$ cat src/assert_macros.svh
// assert_macros.svh - assertion macros shared by the path search RTL
// No dependencies; included by modules that carry assertions.
`ifndef ASSERT_MACROS_SVH
`define ASSERT_MACROS_SVH

// Clocked assertion, disabled while reset is applied
`define GAP_ASSERT(label, prop, msg) \
	label: assert property (@(posedge clk) disable iff (!arst_n) (prop)) else $error(msg);

// Implication form: when cond holds, prop holds in the same cycle
`define GAP_ASSERT_IMP(label, cond, prop, msg) \
	label: assert property (@(posedge clk) disable iff (!arst_n) (cond) |-> (prop)) \
		else $error(msg);

`endif

$ cat src/gap_pkg.sv
// gap_pkg.sv - types, constants and helper functions of the grid path search
// No dependencies; imported by gap_ifs, gap_cfg_regs and grid_astar_path_search.
package gap_pkg;

	localparam int ROWS       = 32;
	localparam int COLS       = 32;
	localparam int LIST_DEPTH = 1024;
	localparam int CELLS      = ROWS * COLS;
	localparam int CELL_W     = $clog2(CELLS);
	localparam int LIST_AW    = $clog2(LIST_DEPTH);
	localparam int CNT_W      = LIST_AW + 1;
	localparam int COST_W     = 20;
	localparam logic [COST_W:0] COST_MAX = 21'h0FFFFF;
	localparam int PADDR_W    = 5;
	localparam int PATH_W     = 10;

	// operation codes of an input word
	localparam logic [1:0] OP_WRITE  = 2'd0;
	localparam logic [1:0] OP_SEARCH = 2'd1;
	localparam logic [1:0] OP_READ   = 2'd2;

	// status codes of a result word
	localparam logic [2:0] ST_OK       = 3'd0;
	localparam logic [2:0] ST_FOUND    = 3'd1;
	localparam logic [2:0] ST_NOTFOUND = 3'd2;
	localparam logic [2:0] ST_OVERFLOW = 3'd3;
	localparam logic [2:0] ST_RANGE    = 3'd4;
	localparam logic [2:0] ST_SAT      = 3'd5;

	// register indexes
	localparam logic [2:0] REG_START_ROW = 3'd0;
	localparam logic [2:0] REG_START_COL = 3'd1;
	localparam logic [2:0] REG_GOAL_ROW  = 3'd2;
	localparam logic [2:0] REG_GOAL_COL  = 3'd3;
	localparam logic [2:0] REG_STRAIGHT  = 3'd4;
	localparam logic [2:0] REG_DIAGONAL  = 3'd5;

	// neighbor steps: up, left, down, right, up-left, down-left, up-right, down-right
	localparam logic [5:0] STEP_DR [8] = '{6'h3F, 6'h00, 6'h01, 6'h00,
		6'h3F, 6'h01, 6'h3F, 6'h01};
	localparam logic [5:0] STEP_DC [8] = '{6'h00, 6'h3F, 6'h00, 6'h01,
		6'h3F, 6'h3F, 6'h01, 6'h01};

	typedef struct packed {
		logic [4:0] start_row;
		logic [4:0] start_col;
		logic [4:0] goal_row;
		logic [4:0] goal_col;
		logic [7:0] straight_cost;
		logic [7:0] diagonal_cost;
	} cfg_t;

	typedef struct packed {
		logic [4:0]         row;
		logic [4:0]         col;
		logic [COST_W-1:0]  g;
		logic [COST_W-1:0]  f;
		logic [LIST_AW-1:0] parent;
	} open_entry_t;

	typedef struct packed {
		logic [4:0]         row;
		logic [4:0]         col;
		logic [LIST_AW-1:0] parent;
	} node_t;

	function automatic logic [CELL_W-1:0] cell_of(logic [4:0] r, logic [4:0] c);
		return CELL_W'(int'(r) * COLS + int'(c));
	endfunction

	// Manhattan distance to the goal times the straight cost
	function automatic logic [13:0] heuristic(logic [4:0] r, logic [4:0] c,
		logic [4:0] gr, logic [4:0] gc, logic [7:0] sc);
		logic [4:0] dr;
		logic [4:0] dc;
		logic [5:0] s;
		dr = (r > gr) ? r - gr : gr - r;
		dc = (c > gc) ? c - gc : gc - c;
		s  = {1'b0, dr} + {1'b0, dc};
		return 14'(s) * 14'(sc);
	endfunction

endpackage

$ cat src/gap_cfg_regs.sv
// gap_cfg_regs.sv - APB register file: start, goal and step costs
// Depends on gap_pkg (cfg_t, register indexes).
module gap_cfg_regs import gap_pkg::*; (
	input  logic               clk,
	input  logic               arst_n,
	input  logic               psel,
	input  logic               penable,
	input  logic               pwrite,
	input  logic [PADDR_W-1:0] paddr,
	input  logic [31:0]        pwdata,
	output logic [31:0]        prdata,
	output logic               pready,
	output cfg_t               cfg
);
	cfg_t       cfg_q;
	logic       wr_en;
	logic [2:0] reg_idx;

	assign pready  = 1'b1;
	assign wr_en   = psel && penable && pwrite;
	assign reg_idx = paddr[PADDR_W-1:2];
	assign cfg     = cfg_q;

	// register writes
	always_ff @(posedge clk or negedge arst_n) begin
		if (!arst_n) begin
			cfg_q.start_row     <= 5'd1;
			cfg_q.start_col     <= 5'd3;
			cfg_q.goal_row      <= 5'd21;
			cfg_q.goal_col      <= 5'd19;
			cfg_q.straight_cost <= 8'd10;
			cfg_q.diagonal_cost <= 8'd14;
		end else if (wr_en) begin
			case (reg_idx)
				REG_START_ROW: cfg_q.start_row     <= pwdata[4:0];
				REG_START_COL: cfg_q.start_col     <= pwdata[4:0];
				REG_GOAL_ROW:  cfg_q.goal_row      <= pwdata[4:0];
				REG_GOAL_COL:  cfg_q.goal_col      <= pwdata[4:0];
				REG_STRAIGHT:  cfg_q.straight_cost <= pwdata[7:0];
				REG_DIAGONAL:  cfg_q.diagonal_cost <= pwdata[7:0];
				default: ;
			endcase
		end
	end

	// read back
	always_comb begin
		case (reg_idx)
			REG_START_ROW: prdata = {27'd0, cfg_q.start_row};
			REG_START_COL: prdata = {27'd0, cfg_q.start_col};
			REG_GOAL_ROW:  prdata = {27'd0, cfg_q.goal_row};
			REG_GOAL_COL:  prdata = {27'd0, cfg_q.goal_col};
			REG_STRAIGHT:  prdata = {24'd0, cfg_q.straight_cost};
			REG_DIAGONAL:  prdata = {24'd0, cfg_q.diagonal_cost};
			default:       prdata = 32'd0;
		endcase
	end
endmodule

$ cat config.mk
export PLATFORM = sky130hd
export DESIGN_NAME = gap_cfg_regs
export DESIGN_NICKNAME = d
export VERILOG_FILES = /design/src/assert_macros.svh /design/src/gap_pkg.sv /design/src/gap_cfg_regs.sv
export SDC_FILE = /design/constraint.sdc
export NUM_CORES = 1
export LEC_CHECK = 0
export ABC_AREA = 1
export BUFFER_PORTS_ARGS = -buffer_cell sky130_fd_sc_hd__buf_2
export CAP_MARGIN = 15
export CORE_MARGIN = 3
export CORE_UTILIZATION = 45
export CTS_CLUSTER_DIAMETER = 40
export DETAILED_ROUTE_END_ITERATION = 7
export PLACE_DENSITY = 0.82
export SYNTH_ARGS = -nofsm -noshare
export SYNTH_HDL_FRONTEND = slang
export SYNTH_SLANG_ARGS = --single-unit
$ cat constraint.sdc
create_clock -name clk -period 1.41 [get_ports clk]
set_input_delay 0.282 -clock clk [delete_from_list [all_inputs] [get_ports clk]]
set_output_delay 0.282 -clock clk [all_outputs]
set_load 0.01 [all_outputs]
# == Word-level counts from Yosys, hierarchy flattened ==
# Cells that the tools add are included.
# totals
in_bits,42
register_bits,36
# classes
n_mux,1
eq_ne,5
n_reduce_logical,9
# op_table
op,n
case mux 8 bit (6 select lines),1
AND reduction 2 bit,6
"== test 3 x 2 -> 1 bit, second input constant",2
"== test 3 bit, second input constant",2
"== test 3 x 1 -> 1 bit, second input constant",1
logical NOT 3 bit,1
logical AND 1 bit,2

# == Longest topological paths before layout ==
# depth
ltp_word,3
mapped_depth,7
mapped_depth_nobuf,6

# == Worst setup path after synthesis ==
# Ideal clock, no wire load.
# synth_timing
path_type,input to output
startpoint,input paddr[3]
endpoint,output prdata[1]
path_stages,6
arrival_ns,0.907
n_path_buf,1
path_slack_ns,0.221
required_ns,1.128
path_cell_list,nor2_1 -> buf_2 -> nand3_1 -> nand2_1 -> nor2_1 -> nand2_1
# synth_via
elab_chain_cells,2
elab_cells_between_ends,7
cone_classes,eq/ne (5); mux (1); reduce/logical (1)
# synth_lines
element,line_no,source
from (decl),gap_cfg_regs.sv:9,"input logic [PADDR_W-1:0] paddr,"
"== test 3 bit, or another cell as far along",gap_cfg_regs.sv:48,case (reg_idx)
case mux 8 bit (6 select lines) *,gap_cfg_regs.sv:48,
to (decl),gap_cfg_regs.sv:11,"output logic [31:0] prdata,"
# Mark *: on every way between the ends. The rest lies on a longest branch, timed or not.

# == Final worst setup path ==
# layout_timing
startpoint,"register cfg_q, in the netlist cfg[2]"
endpoint,output prdata[2]
# layout_via
elab_chain_cells,1
# layout_lines
element,line_no,source
from (decl),gap_cfg_regs.sv:15,cfg_t cfg_q;
case mux 8 bit (6 select lines),gap_cfg_regs.sv:48,
# No other way between the ends.

==> impl_metrics.py <==
metrics = {
    "run_status": {
        "status": "finished with violations",
        "violations": "negative setup slack",
    },
    "pwr": {
        "power.leakage_uw": 0.00139,
        "p_comb_share_pct": 30.2,
        "p_int_uw": 2010,
        "seqPwrFrac_pct": 47.3,
        "powerDensity_nw_per_um2": 1210,
        "clockPowerShare_pct": 22.5,
        "p_total_uw": 3030,
        "p_sw_share_pct": 33.6,
        "p_sw_uw": 1020,
        "vdd_drop_max_mv": 0.685,
    },
    "sta": {
        "finalMaxSlewViolations": 0,
        "fin_skew_ns": 0,
        "rsz0062_at_grt": "yes",
        "fmax_ghz": 0.661,
        "finalCriticalPeriod_ns": 1.51,
        "finalCritPeriodShare_pct": 107,
        "setup-violations-final": 5,
        "setup_ws_ns": -0.102,
        "final.setup.tns_ns": -0.385,
        "hold_violations": 0,
    },
    "clock_network": {
        "cts.path.max_buffers": 2,
        "clkSinkCount": 36,
        "cts.clk_slew.worst_paths_ns": 0.07,
        "cts_buffers": 5,
        "htreeDepth": 2,
        "worstSkewPairLatency_ns": 0.29,
        "clockRootBuffer": "clkbuf_8",
        "postCtsHoldBufs": 0,
        "cts_tree": "yes",
    },
    "route": {
        "first_pass_iters": 5,
        "route.detailed.drc": 0,
        "totalWireLength_um": 5210,
        "avgViaCountPerCell": 5.12,
        "antenna_left": 0,
        "avgRoutedWirePerCell_um": 13.7,
        "vias": 1946,
        "drt_iter0_drc": 122,
    },
    "global_routing": {
        "grt_pass1_vias": 1791,
        "grt_usage_pct": 20.5,
        "grt_pass1_wl_um": 8360,
        "gr-total-overflow": 0,
        "grt_max_degree": 37,
        "antenna_found_initial": 0,
    },
    "floorplanning": {
        "ioPinCount": 111,
        "coreArea_um2": 4140,
        "die_w_um": 72.5,
        "initial_utilization_pct": 48.1,
        "fp.dieArea_um2": 5260,
        "num_rows": 23,
        "die_y_um": 72.5,
    },
    "worst_setup_path": {
        "crit_top_cell": "nand2_1",
        "startpoint_type": "register",
        "path_class": "reg2out",
        "arrival_ns": 1.23,
        "slowest_stage": "dfstp_2",
        "worstPathCellList": "nand4_1 -> nand2_1 -> nor2_1 -> nand2_1 -> buf_2",
        "max_stage_delay_ns": 0.54,
        "endpoint_kind": "primary output",
        "required_ns": 1.13,
        "crit_path_max_fanout": 2,
    },
    "cells_and_area": {
        "design_area_um2": 2510,
        "largest_reg_flops": 36,
        "finalNetCount": 373,
        "syn2layout_area_growth_pct": 25.9,
        "antennaDiodeCount": 0,
        "drive_gt1_share_pct": 37.0,
        "layout_common_cells": "70 x nand2_1, 58 x buf_2, 29 x o21ai_0",
        "layout_commonest_cell": "nand2_1",
        "fin_cells": 380,
    },
    "synthesis": {
        "synth-seq-cells": 36,
        "ys_seq_area_share_pct": 46.1,
        "yosysTopAreaCell": "dfrtp_1",
        "syn_avg_cell_area_um2": 8.00,
        "synth_area_leaders": "dfrtp_1 28%, dfstp_2 18%, nand2_1 13%",
        "synth.distinct_cells": 24,
        "synth_cells": 249,
        "synth.cell_area_um2": 1990,
        "yosysTopAreaCellShare_pct": 27.6,
        "yosys_warnings": 0,
    },
    "placed_design": {
        "dpl_cell_area_um2": 2310,
        "dp_hpwl_um": 3680,
        "dp.cells": 362,
        "port_buffers": 59,
        "place_congestion": 0.786,
    },
    "min_path": {
        "holdCritPathClass": "in2async",
    },
    "flow_run": {
        "maxCapViolations": 0,
    },
}
power groups by stage:
stage	logic (uW)	registers, uW	clock network [uW]
after floorplan	368	1540	0
after global placement	780	1450	0
after detailed placement	804	1460	0
after CTS	887	1430	687
after global routing	1010	1460	751
final	914	1430	680
logic make-up after synthesis:
group	Yosys count	share of synthesized area, %
and+or+nand+nor	115	26.8
buffers and inverters	53	15.5
AOI/OAI and AO/OA	43	11.2
DFF	36	46.1
other	2	0.377
layout make-up:
type,count,area [um2]
clock buffers,6,72.6
fillers,370,1640
inverters,20,75.1
multi-input cells,183,872
flip-flops and latches,36,918
well taps,50,62.6
repair buffers,85,508
stage by stage:
step / utilization, % / setup WS, ns / hold WS, ns
after global routing: 60.5 / -0.156 / 0.0559
after detailed placement: 55.7 / -0.0313 / 0.343
final: 60.5 / -0.102 / 0.0167
after global placement: 55.7 / -0.0122 / 0.345
after floorplan: - / 0.221 / -0.0136
after CTS: 59.1 / -0.0994 / 0.0325
metal layers:
layer | share of wire, % | global-route usage (%)
met2 | 48 | 31.9
met5 | 0 | 0
met1 | 42 | 27.4
met3 | 8.6 | 5.26
met4 | 1.6 | 8.20
cell usage after synthesis, drive strengths merged:
master	instances
nand2	73
o21ai	36
buf	31
dfrtp	22
inv	20
nor2	16
dfstp	14
nand3	14
nand4	11
a21oi	4
o22ai	3
clkbuf	2
conb	2
nor3	1
final timing paths:
kind                       startpoint   endpoint  slack, ns  depth (start not counted)
setup / recovery               cfg[2]  prdata[2]      -0.10                          5
hold / removal                 arst_n    cfg[32]       0.02                          2
setup reg to reg               cfg[3]     cfg[3]       0.50                          4
hold reg to reg               cfg[25]    cfg[25]       0.49                          2
max in group asynchronous      arst_n     cfg[1]       1.04                          2
min in group clk            pwdata[6]    cfg[14]       0.21                          3
critical path, delay by kind of cell (launching register included):
kind | cells | cell delay (ns)
AND/OR/NAND/NOR | 4 | 0.28
flip-flops | 1 | 0.54
buffers and inverters | 1 | 0.13
repair_timing:
item | CTS | global route
gates cloned | 1 | 0
endpoints found under the setup margin | 8 | 8
gates resized for setup | 2 | 9
setup buffers | 8 | 3
pin swaps | 13 | 4
(Power assumes the default switching activity.)
